[src/sv/vim_pkg.sv]
// Shared widths, types and arithmetic helpers for the 3D vector magnitude block.
// Used by vim_front, vim_queue, vim_back and the top level; depends on nothing.
package vim_pkg;

  localparam int COORD_BITS = 15;                  // significant bits of each coordinate
  localparam int FIELD_BITS = 15;                  // width of a coordinate port
  localparam int MAG_BITS   = 15;                  // width of the magnitude port
  localparam int ABS_BITS   = COORD_BITS;          // |coord| reaches 2^(COORD_BITS-1)
  localparam int SQ_BITS    = 2 * COORD_BITS - 1;  // largest square is 2^(2*COORD_BITS-2)
  localparam int SUM_BITS   = 2 * COORD_BITS;      // three squares stay below 2^(2*COORD_BITS)
  localparam int ROOT_BITS  = 16;                  // root is found over bits 15 down to 0
  localparam int RAD_BITS   = 2 * ROOT_BITS;       // radicand consumed two bits per step
  localparam int REM_BITS   = ROOT_BITS + 2;       // partial remainder stays below 2^(ROOT_BITS+1)
  localparam int TRIAL_BITS = REM_BITS + 2;
  localparam int QDEPTH     = 4;
  localparam int QPTR_BITS  = $clog2(QDEPTH);
  localparam int QCNT_BITS  = $clog2(QDEPTH + 1);

  // One sum handed from the front to the queue.
  typedef struct packed {
    logic                valid;
    logic [SUM_BITS-1:0] sum;
  } vim_push_t;

  // Result of one digit step of the square root.
  typedef struct packed {
    logic [REM_BITS-1:0]  rem;
    logic [ROOT_BITS-1:0] root;
  } vim_step_t;

  // Absolute value of the low COORD_BITS bits of a field, read as two's complement.
  function automatic logic [ABS_BITS-1:0] coord_abs(input logic [FIELD_BITS-1:0] raw);
    logic [COORD_BITS-1:0] v;
    v = raw[COORD_BITS-1:0];
    if (v[COORD_BITS-1]) begin
      return ABS_BITS'(-v);
    end
    return ABS_BITS'(v);
  endfunction

  // One restoring square-root step: bring in the next two radicand bits and try a one.
  function automatic vim_step_t sqrt_step(input logic [REM_BITS-1:0]  rem,
                                          input logic [ROOT_BITS-1:0] root,
                                          input logic [1:0]           pair);
    logic [TRIAL_BITS-1:0] trial;
    logic [TRIAL_BITS-1:0] cand;
    logic [TRIAL_BITS-1:0] diff;
    vim_step_t             res;
    trial = {rem, pair};
    cand  = {{(TRIAL_BITS - ROOT_BITS - 2){1'b0}}, root, 2'b01};
    diff  = trial - cand;
    if (trial >= cand) begin
      res.rem  = diff[REM_BITS-1:0];
      res.root = {root[ROOT_BITS-2:0], 1'b1};
    end else begin
      res.rem  = trial[REM_BITS-1:0];
      res.root = {root[ROOT_BITS-2:0], 1'b0};
    end
    return res;
  endfunction

endpackage

[src/sv/vim_front.sv]
// Front part of the magnitude block: accepts vectors and squares the coordinates.
// Depends on vim_pkg; feeds vim_queue with the sum of squares.
module vim_front (
  input  logic                          clk_i,
  input  logic                          rst_ni,
  input  logic                          in_valid_i,
  output logic                          in_stall_o,
  input  logic [vim_pkg::FIELD_BITS-1:0] vec_x_i,
  input  logic [vim_pkg::FIELD_BITS-1:0] vec_y_i,
  input  logic [vim_pkg::FIELD_BITS-1:0] vec_z_i,
  input  logic                          full_i,
  output vim_pkg::vim_push_t            push_o
);
  import vim_pkg::*;

  logic                  valid_q;
  logic                  valid_d;
  logic [SQ_BITS-1:0]    sq_x_q, sq_y_q, sq_z_q;
  logic [ABS_BITS-1:0]   ax, ay, az;
  logic [2*ABS_BITS-1:0] px, py, pz;
  logic                  load;

  // The square register moves on whenever it is empty or the queue takes its sum.
  assign in_stall_o = valid_q && full_i;
  assign load       = in_valid_i && !in_stall_o;

  assign ax = coord_abs(vec_x_i);
  assign ay = coord_abs(vec_y_i);
  assign az = coord_abs(vec_z_i);
  assign px = ax * ax;
  assign py = ay * ay;
  assign pz = az * az;

  always_comb begin
    valid_d = valid_q;
    if (!in_stall_o) begin
      valid_d = in_valid_i;
    end
  end

  always_ff @(posedge clk_i or negedge rst_ni) begin
    if (!rst_ni) begin
      valid_q <= 1'b0;
    end else begin
      valid_q <= valid_d;
    end
  end

  always_ff @(posedge clk_i) begin
    if (load) begin
      sq_x_q <= px[SQ_BITS-1:0];
      sq_y_q <= py[SQ_BITS-1:0];
      sq_z_q <= pz[SQ_BITS-1:0];
    end
  end

  assign push_o.valid = valid_q;
  assign push_o.sum   = SUM_BITS'(sq_x_q) + SUM_BITS'(sq_y_q) + SUM_BITS'(sq_z_q);

endmodule

[src/sv/vim_queue.sv]
// Short FIFO of sums of squares between the front and the root pipeline.
// Depends on vim_pkg for its depth and entry width.
module vim_queue (
  input  logic                          clk_i,
  input  logic                          rst_ni,
  input  vim_pkg::vim_push_t            push_i,
  output logic                          full_o,
  output logic                          empty_o,
  input  logic                          pop_i,
  output logic [vim_pkg::SUM_BITS-1:0]  sum_o
);
  import vim_pkg::*;

  logic [SUM_BITS-1:0]  mem_q [QDEPTH];
  logic [QPTR_BITS-1:0] wr_ptr_q, wr_ptr_d;
  logic [QPTR_BITS-1:0] rd_ptr_q, rd_ptr_d;
  logic [QCNT_BITS-1:0] count_q, count_d;
  logic                 do_push;
  logic                 do_pop;

  assign full_o  = (count_q == QCNT_BITS'(QDEPTH));
  assign empty_o = (count_q == '0);
  assign do_push = push_i.valid && !full_o;
  assign do_pop  = pop_i && !empty_o;
  assign sum_o   = mem_q[rd_ptr_q];

  always_comb begin
    wr_ptr_d = do_push ? wr_ptr_q + 1'b1 : wr_ptr_q;
    rd_ptr_d = do_pop  ? rd_ptr_q + 1'b1 : rd_ptr_q;
    count_d  = count_q;
    if (do_push && !do_pop) begin
      count_d = count_q + 1'b1;
    end else if (do_pop && !do_push) begin
      count_d = count_q - 1'b1;
    end
  end

  always_ff @(posedge clk_i or negedge rst_ni) begin
    if (!rst_ni) begin
      wr_ptr_q <= '0;
      rd_ptr_q <= '0;
      count_q  <= '0;
    end else begin
      wr_ptr_q <= wr_ptr_d;
      rd_ptr_q <= rd_ptr_d;
      count_q  <= count_d;
    end
  end

  always_ff @(posedge clk_i) begin
    if (do_push) begin
      mem_q[wr_ptr_q] <= push_i.sum;
    end
  end

endmodule

[src/sv/vim_back.sv]
// Back part of the magnitude block: a pipelined square root, one root bit per stage.
// Depends on vim_pkg for widths and the digit step; pulls sums from vim_queue.
module vim_back (
  input  logic                          clk_i,
  input  logic                          rst_ni,
  input  logic                          empty_i,
  input  logic [vim_pkg::SUM_BITS-1:0]  sum_i,
  output logic                          pop_o,
  output logic                          out_valid_o,
  input  logic                          out_stall_i,
  output logic [vim_pkg::MAG_BITS-1:0]  magnitude_o
);
  import vim_pkg::*;

  logic                 valid_q [ROOT_BITS];
  logic [REM_BITS-1:0]  rem_q   [ROOT_BITS];
  logic [ROOT_BITS-1:0] root_q  [ROOT_BITS];
  logic [RAD_BITS-1:0]  rad_q   [ROOT_BITS];
  vim_step_t            step    [ROOT_BITS];
  logic [RAD_BITS-1:0]  rad_in;
  logic                 adv;

  // The whole pipeline moves together unless a finished result is held back.
  assign adv    = !(valid_q[ROOT_BITS-1] && out_stall_i);
  assign pop_o  = adv && !empty_i;
  assign rad_in = RAD_BITS'(sum_i);

  assign step[0] = sqrt_step('0, '0, rad_in[RAD_BITS-1 -: 2]);

  for (genvar s = 1; s < ROOT_BITS; s++) begin : g_step
    assign step[s] = sqrt_step(rem_q[s-1], root_q[s-1], rad_q[s-1][RAD_BITS-1 -: 2]);
  end

  always_ff @(posedge clk_i or negedge rst_ni) begin
    if (!rst_ni) begin
      for (int s = 0; s < ROOT_BITS; s++) begin
        valid_q[s] <= 1'b0;
      end
    end else if (adv) begin
      valid_q[0] <= !empty_i;
      for (int s = 1; s < ROOT_BITS; s++) begin
        valid_q[s] <= valid_q[s-1];
      end
    end
  end

  always_ff @(posedge clk_i) begin
    if (adv) begin
      rem_q[0]  <= step[0].rem;
      root_q[0] <= step[0].root;
      rad_q[0]  <= {rad_in[RAD_BITS-3:0], 2'b00};
      for (int s = 1; s < ROOT_BITS; s++) begin
        rem_q[s]  <= step[s].rem;
        root_q[s] <= step[s].root;
        rad_q[s]  <= {rad_q[s-1][RAD_BITS-3:0], 2'b00};
      end
    end
  end

  assign out_valid_o = valid_q[ROOT_BITS-1];
  assign magnitude_o = root_q[ROOT_BITS-1][MAG_BITS-1:0];

endmodule

[src/sv/vector3_integer_magnitude.sv]
// Top level of the 3D vector magnitude block: floor(sqrt(x*x + y*y + z*z)).
// Depends on vim_pkg, vim_front, vim_queue and vim_back.
//
// Usage: a vector is one beat on the input channel (in_valid_i, in_stall_o and the
// three signed coordinate ports); it is taken at a rising edge with in_valid_i high
// and in_stall_o low. Each coordinate is read from its low COORD_BITS bits as a
// two's complement number. Every input beat yields exactly one output beat
// (out_valid_o, out_stall_i, magnitude_o), in order.
// Path of a beat: with no stall and an empty queue, the squares are registered at the
// accepting edge, their sum is then written into the four-entry queue, and the root is
// settled in the sixteen pipeline stages, one root bit per stage.
// Throughput: one beat per cycle when no stall holds the flow; the root pipeline takes
// a new sum every cycle while not held, the front squares one vector every cycle.
// When the receiver stalls, the root pipeline freezes as a whole while its last stage
// holds a result. The front keeps taking beats until the queue fills; then
// in_stall_o rises and stays high until the pipeline drains an entry.
// Reset empties the queue and clears all valid flags; no result is in flight after it.
module vector3_integer_magnitude (
  input  logic                          clk_i,
  input  logic                          rst_ni,
  input  logic                          in_valid_i,
  output logic                          in_stall_o,
  input  logic [vim_pkg::FIELD_BITS-1:0] vec_x_i,
  input  logic [vim_pkg::FIELD_BITS-1:0] vec_y_i,
  input  logic [vim_pkg::FIELD_BITS-1:0] vec_z_i,
  output logic                          out_valid_o,
  input  logic                          out_stall_i,
  output logic [vim_pkg::MAG_BITS-1:0]  magnitude_o
);
  import vim_pkg::*;

  vim_push_t           push;
  logic                q_full;
  logic                q_empty;
  logic                q_pop;
  logic [SUM_BITS-1:0] q_sum;

  // Front: coordinate magnitudes and squares, then the sum offered to the queue.
  vim_front u_front (
    .clk_i      (clk_i),
    .rst_ni     (rst_ni),
    .in_valid_i (in_valid_i),
    .in_stall_o (in_stall_o),
    .vec_x_i    (vec_x_i),
    .vec_y_i    (vec_y_i),
    .vec_z_i    (vec_z_i),
    .full_i     (q_full),
    .push_o     (push)
  );

  // The queue lets the front keep accepting while the output side is stalled.
  vim_queue u_queue (
    .clk_i   (clk_i),
    .rst_ni  (rst_ni),
    .push_i  (push),
    .full_o  (q_full),
    .empty_o (q_empty),
    .pop_i   (q_pop),
    .sum_o   (q_sum)
  );

  // Back: sixteen-stage digit-by-digit square root; its last stage is the output register.
  vim_back u_back (
    .clk_i       (clk_i),
    .rst_ni      (rst_ni),
    .empty_i     (q_empty),
    .sum_i       (q_sum),
    .pop_o       (q_pop),
    .out_valid_o (out_valid_o),
    .out_stall_i (out_stall_i),
    .magnitude_o (magnitude_o)
  );

endmodule
[config.mk]
export PLATFORM = sky130hd
export DESIGN_NAME = vector3_integer_magnitude
export DESIGN_NICKNAME = d
export VERILOG_FILES = /design/src/sv/vim_pkg.sv /design/src/sv/vim_front.sv /design/src/sv/vim_queue.sv /design/src/sv/vim_back.sv /design/src/sv/vector3_integer_magnitude.sv
export SDC_FILE = /design/constraint.sdc
export NUM_CORES = 2
export LEC_CHECK = 0
export BUFFER_PORTS_ARGS = -buffer_cell sky130_fd_sc_hd__buf_2
export CAP_MARGIN = 20
export CORE_MARGIN = 5
export CORE_UTILIZATION = 59
export DETAILED_ROUTE_END_ITERATION = 10
export PLACE_DENSITY = 0.81
export SKIP_LAST_GASP = 1
export SYNTH_ARGS = -nofsm -noshare
export SYNTH_HDL_FRONTEND = slang
export SYNTH_SLANG_ARGS = --single-unit
[constraint.sdc]
create_clock -name clk_i -period 19.51 [get_ports clk_i]
set_input_delay 0.9755 -clock clk_i [delete_from_list [all_inputs] [get_ports clk_i]]
set_output_delay 0.9755 -clock clk_i [all_outputs]
set_load 0.01 [all_outputs]
# [After elaboration in Yosys (flattened, before gate mapping)]
# Memory sizes are Yosys's and may differ from the RTL's.
# Index checks and enable logic that the tools add are counted.
[totals] regBits=111 ram_bits=1144 inputBits=49 output_inout_bits=17 elab_cells=115 n_memories=4
[op_classes] addsub=24 multipliers=3 n_lt_le_gt_ge=15 n_eq_ne=1 n_mux=29 reduce_logical=16
[mem_list] name="u_back.rad_q" words=16 word_bits=30 read_ports=15 rd_ports_with_merged_regs=0 write_ports=16 line="vim_back.sv:18" rtl="logic [RAD_BITS-1:0] rad_q [ROOT_BITS];"
[mem_list] name="u_back.rem_q" words=16 word_bits=18 read_ports=15 rd_ports_with_merged_regs=0 write_ports=16 line="vim_back.sv:16" rtl="logic [REM_BITS-1:0] rem_q [ROOT_BITS];"
[mem_list] name="u_back.root_q" words=16 word_bits=16 read_ports=16 rd_ports_with_merged_regs=0 write_ports=16 line="vim_back.sv:17" rtl="logic [ROOT_BITS-1:0] root_q [ROOT_BITS];"
[mem_list] name="u_queue.mem_q" words=4 word_bits=30 read_ports=1 rd_ports_with_merged_regs=0 write_ports=1 line="vim_queue.sv:14" rtl="logic [SUM_BITS-1:0] mem_q [QDEPTH];"
[op_table] operator="$mux W34" count=15
[op_table] operator="$ge A20 B18 Y1" count=15
[op_table] operator="$sub A18 B18 Y18" count=15
[op_table] operator="$mux W15" count=6
[op_table] operator="$mul A15 B15 Y29" count=3
[op_table] operator="$neg A15 Y15" count=3
[op_table] operator="$add A29 B29 Y30" count=1
[op_table] operator="$add A30 B29 Y30" count=1
[op_table] operator="$logic_and A1 B1 Y1" count=8
[op_table] operator="$logic_not A1 Y1" count=6
[op_table] operator="$mux W1" count=6
[op_table] operator="$mux W3" count=2
[op_table] operator="$add A2 B1 Y2 const B" count=2
[op_table] operator="$add A3 B1 Y3 const B" count=1
[op_table] operator="$eq A3 B3 Y1 const B" count=1
[op_table] operator="$logic_not A3 Y1" count=1
[op_table] operator="$sub A3 B1 Y3 const B" count=1
[op_table] operator="$reduce_bool A2 Y1" count=1

# [Logic depth before layout (Yosys ltp)]
[depth] depth_word=7 ltp_mapped=31

# [Cells and area by module]
# From an unflattened synthesis, not the netlist that was laid out.
[hier_totals] hier_cells=4756 hier_area_um2=56123.8
[by_module_without_submodules] module="vim_back" n_inst=1 cells_each=2017 area_each_um2=27775.4
[by_module_without_submodules] module="vim_front" n_inst=1 cells_each=2545 area_each_um2=23576.4
[by_module_without_submodules] module="vim_queue" n_inst=1 cells_each=194 area_each_um2=4772.1

# [Worst setup path after synthesis]
# Ideal clock, no wire load.
[synth_timing] kind="input port to flip-flop" from="in out_stall_i" to="reg u_back.valid_q[1] (netlist name)" arrival_ns=19.509 t_required_ns=19.354 path_slack_ns=-0.154 stages=3 path_buffers=1 path_cell_list="nand2_1 -> clkbuf_1 -> mux2_2"
[synth_between] elab_chain_len=1
[synth_rtl] item="from (decl)" line="vector3_integer_magnitude.sv:27" rtl="input logic out_stall_i,"
[synth_rtl] item="$logic_and A1 B1 Y1" line="vim_back.sv:24" rtl="assign adv = !(valid_q[ROOT_BITS-1] && out_stall_i);"
[synth_rtl] item="to (signal, indexed assignment)" line="vim_back.sv:42" rtl="valid_q[s] <= valid_q[s-1];"
[synth_rtl] item="to (decl)" line="vim_back.sv:15" rtl="logic valid_q [ROOT_BITS];"
# Every way passes these cells.
# A chain may end at the register's enable or synchronous reset.

# [Worst setup path after layout]
[layout_timing] from="in vec_z_i[2] (netlist name)" to="reg u_front.sq_z_q[28], data pin"
[layout_between] elab_chain_len=4
[layout_rtl] item="from (decl)" line="vector3_integer_magnitude.sv:25" rtl="input logic [vim_pkg::FIELD_BITS-1:0] vec_z_i,"
[layout_rtl] item="$neg A15 Y15" line="vim_pkg.sv:36" rtl="return ABS_BITS'(-v);"
[layout_rtl] item="$mux W15" line="vim_pkg.sv:35" rtl="if (v[COORD_BITS-1]) begin"
[layout_rtl] item="$mux W15 (*)" line="vim_pkg.sv:38" rtl="return ABS_BITS'(v);"
[layout_rtl] item="$mul A15 B15 Y29 (*)" line="vim_front.sv:32" rtl="assign pz = az * az;"
[layout_rtl] item="via u_front.pz[28]" line="vim_front.sv:20" rtl="logic [2*ABS_BITS-1:0] px, py, pz;"
[layout_rtl] item="to (signal assigned)" line="vim_front.sv:53" rtl="sq_z_q <= pz[SQ_BITS-1:0];"
[layout_rtl] item="to (decl)" line="vim_front.sv:18" rtl="logic [SQ_BITS-1:0] sq_x_q, sq_y_q, sq_z_q;"
# Mark *: on every way through the listed nets, which the timed path passes. The rest lies on a longest branch. The select of a mux whose other input is x is not followed.

==> results.toml <==
[status]
run_status = "finished clean"

[global_routing]
grt_overflow_total = 0
grt-busiest-layer = "met2"
antenna_found_initial = 1
gr-usage-met1 = 0.248
gr-usage-met3 = 0.0281
grt_pass1_vias = 35600
grt_pass1_wl_mm = 176
grt_max_degree = 195
grtUsageMet2 = 0.415
track_usage = 0.219

[worst_setup_path]
critPathSlowestCell = "or4_1"
path_class = "in -> reg"
worst-path-buf-inv = 7
worstPathArrival_ps = 9520
reg2reg_depth = 5
critPathTopFamily = "adder cells"
crit_top_cell = "fa_1"
cp.depth = 29
endpoint_kind = "flip-flop"
crit_path_max_fanout = 8
crit_required_ps = 19900
start_kind = "primary input"
slowest_delay_ps = 590

[detailed_routing]
drc = 0
wire_per_inst_um = 17.6
first_iter_violations = 2689
dr.pass1.iters = 5
wl_mm = 107
num_vias = 33800
avgViaCountPerCell = 5.56
drtAntennaViolNets = 0

[final_layout]
antenna_cells = 0
multiInputGateArea_um2 = 27100
num-fill-cells = 6650
final-seq-area_um2 = 24500
utilization = 0.648
final_nets = 5685
drive_gt1_frac = 0.0695
syn_to_final_growth_pct = 8.69

[flow_run]
drv_cap = 0

[logic_synthesis]
synth_area_um2 = 54800
ys_ff_latch = 820
synthFlopType = "edfxtp_1"
synth-seq-area-share = 0.447
async_reset_ff_frac = 0.0293
yosys_warnings = 0
synthesis.instances = 4637
synth.lib_cells_used.distinct = 76
synth_edf_count = 796
syn_area_per_cell_um2 = 11.8

[clock_network]
ctsHtreeMaxLevel = 3
cts-root-buf = "clkbuf_16"
numCtsBuffers = 85
cts_tree = "done"
clk_pin_slew_ps = 70
cts.sinks = 820
hold_buffers = 0
cts-resized-gates = 0
clockBufferDepth = 3
cts_setup_buffers = 0
clk_latency_ps = 650

[sta]
final_max_slew_viol_count = 0
finClkSkew_ps = 24.7
hold_violations = 0
fin_setup_tns_ps = 0
rsz0062_at_grt = "false"
setup-violations-final = 0
post-route-period-util = 0.468
period_minus_slack_ps = 9120
fmax_ghz = 0.110
worstMarginPinSlew_ps = 1100
slew_headroom = 0.264

[placement]
gp_congestion = 0.927
numPortBuffers = 65
hpwl_mm = 79.7

[floorplan]
start_util = 0.596
ioPinCount = 66
die_height_um = 315
die_w_um = 315
core_um2 = 91900
row_count = 111
die-area_um2 = 99100

[min_path]
hp-class = "in -> async"
## Yosys cell counts, types with 6 or more instances
| cell type | number | area share |
|---|---|---|
| and3_1 | 23 | 0.0026 |
| nand4b_1 | 9 | 0.0014 |
| a31oi_1 | 18 | 0.0021 |
| xor2_1 | 124 | 0.020 |
| nand3b_1 | 9 | 0.0012 |
| a211oi_1 | 22 | 0.0030 |
| nor3_1 | 91 | 0.0083 |
| edfxtp_1 | 796 | 0.44 |
| a21oi_1 | 168 | 0.015 |
| o2111ai_1 | 6 | 0.00096 |
| or3_1 | 22 | 0.0025 |
| nand3_1 | 47 | 0.0043 |
| a21boi_0 | 24 | 0.0033 |
| mux2_2 | 42 | 0.0086 |
| and2_1 | 23 | 0.0026 |
| o211ai_1 | 11 | 0.0015 |
| clkbuf_1 | 57 | 0.0039 |
| o21a_1 | 58 | 0.0079 |
| o41ai_1 | 7 | 0.0011 |
| clkinv_1 | 9 | 0.00062 |
| ha_1 | 432 | 0.099 |
| nand2b_1 | 39 | 0.0044 |
| nor2_1 | 330 | 0.023 |
| o21ai_0 | 128 | 0.012 |
| nor4_1 | 26 | 0.0030 |
| xnor2_1 | 192 | 0.031 |
| or4_1 | 17 | 0.0023 |
| inv_1 | 800 | 0.055 |
| nand2_1 | 321 | 0.022 |
| o31ai_1 | 30 | 0.0041 |
| a21o_1 | 51 | 0.0070 |
| nand4_1 | 30 | 0.0034 |
| nor2b_1 | 35 | 0.0040 |
| dfrtp_1 | 24 | 0.011 |
| mux4_2 | 30 | 0.012 |
| buf_4 | 15 | 0.0021 |
| nor3b_1 | 8 | 0.0011 |
| o21bai_1 | 22 | 0.0030 |
| a2111oi_0 | 6 | 0.00096 |
| fa_1 | 438 | 0.16 |
| buf_1 | 7 | 0.00048 |
| or2_2 | 15 | 0.0017 |
## path summary, 6_finish.rpt
| path | from | end | slack, ps |
|---|---|---|---|
| setup / recovery | vec_z_i[2] | u_front.sq_z_q[28]$_DFFE_PP_ | 10390 |
| min in group clk_i | u_back.rad_q[1][27]$_DFFE_PN_ | u_back.rad_q[1][59]$_DFFE_PN_ | 400 |
| hold / removal | rst_ni | u_back.valid_q[13]$_DFFE_PN0N_ | 310 |
| max in group asynchronous | rst_ni | u_queue.rd_ptr_q[0]$_DFFE_PN0P_ | 18810 |
| hold reg to reg | u_back.rad_q[1][27]$_DFFE_PN_ | u_back.rad_q[1][59]$_DFFE_PN_ | 400 |
| setup reg to reg | u_back.out_valid_o$_DFFE_PN0N_ | u_back.rem_q[0][49]$_DFFE_PN_ | 14510 |
## layer usage
layer | share of wire | wire length [um]
met3 | 0.045 | 4760
met4 | 0.043 | 4580
met5 | 0.00019 | 20
met2 | 0.54 | 58100
met1 | 0.37 | 39200
## flip-flops by register name (all words and copies together) (netlist names)
register / cells
u_front.sq_x_q: 28
u_back.valid_q: 15
u_back.root_q: 120
u_back.rem_q: 232
u_queue.wr_ptr_q: 2
u_front.sq_z_q: 28
u_queue.rd_ptr_q: 2
u_back.out_valid_o: 1
u_back.rad_q: 240
u_front.sq_y_q: 28
u_front.valid_q: 1
u_queue.mem_q: 120
u_queue.count_q: 3
## cells by family (layout without fill, tap and decap cells)
family / Yosys count / after routing / share of synthesized area
buffers and inverters: 894 / 1061 / 0.0623
muxes: 76 / 76 / 0.0217
other: 2 / 31 / 0.000137
DFF: 820 / 820 / 0.447
AOI/OAI and AO/OA: 599 / 599 / 0.0699
and+or+nand+nor: 1060 / 1060 / 0.0901
xor gates and xnor gates: 316 / 316 / 0.0505
adders and majority gates: 870 / 870 / 0.259
## cell usage in the layout (no fill, tap or decap), types with 65 or more instances in the layout
cell       instances
a21oi_1          168
edfxtp_1         796
xor2_1           124
nor3_1            90
buf_2             65
fa_1             438
clkbuf_16         87
ha_1             432
o21ai_0          128
nor2_1           330
xnor2_1          192
nand2_1          320
inv_1            800
## layout make-up
| type | count | share of cell area |
|---|---|---|
| multi-input combinational | 2952 | 0.454 |
| clock buffer | 99 | 0.0376 |
| sequential | 820 | 0.411 |
| tap | 1243 | 0.0261 |
| clock inverter | 55 | 0.0102 |
| inverter | 813 | 0.0512 |
| timing repair buffer | 94 | 0.00945 |
## stage by stage
step	worst slack [ps]	hold slack, ps	instance area (um2)	instances
finish	10390	307	59600	6076
detailed placement	9830	405	56700	5921
floorplan	9630	400	54900	4666
global route	9900	335	59600	6076
global placement	10140	400	56700	5921
CTS	10540	267	59600	6075
Power is left out: the tool's default activity adds up to more than one toggle a clock period on the data nets, which glitch-free logic cannot reach.
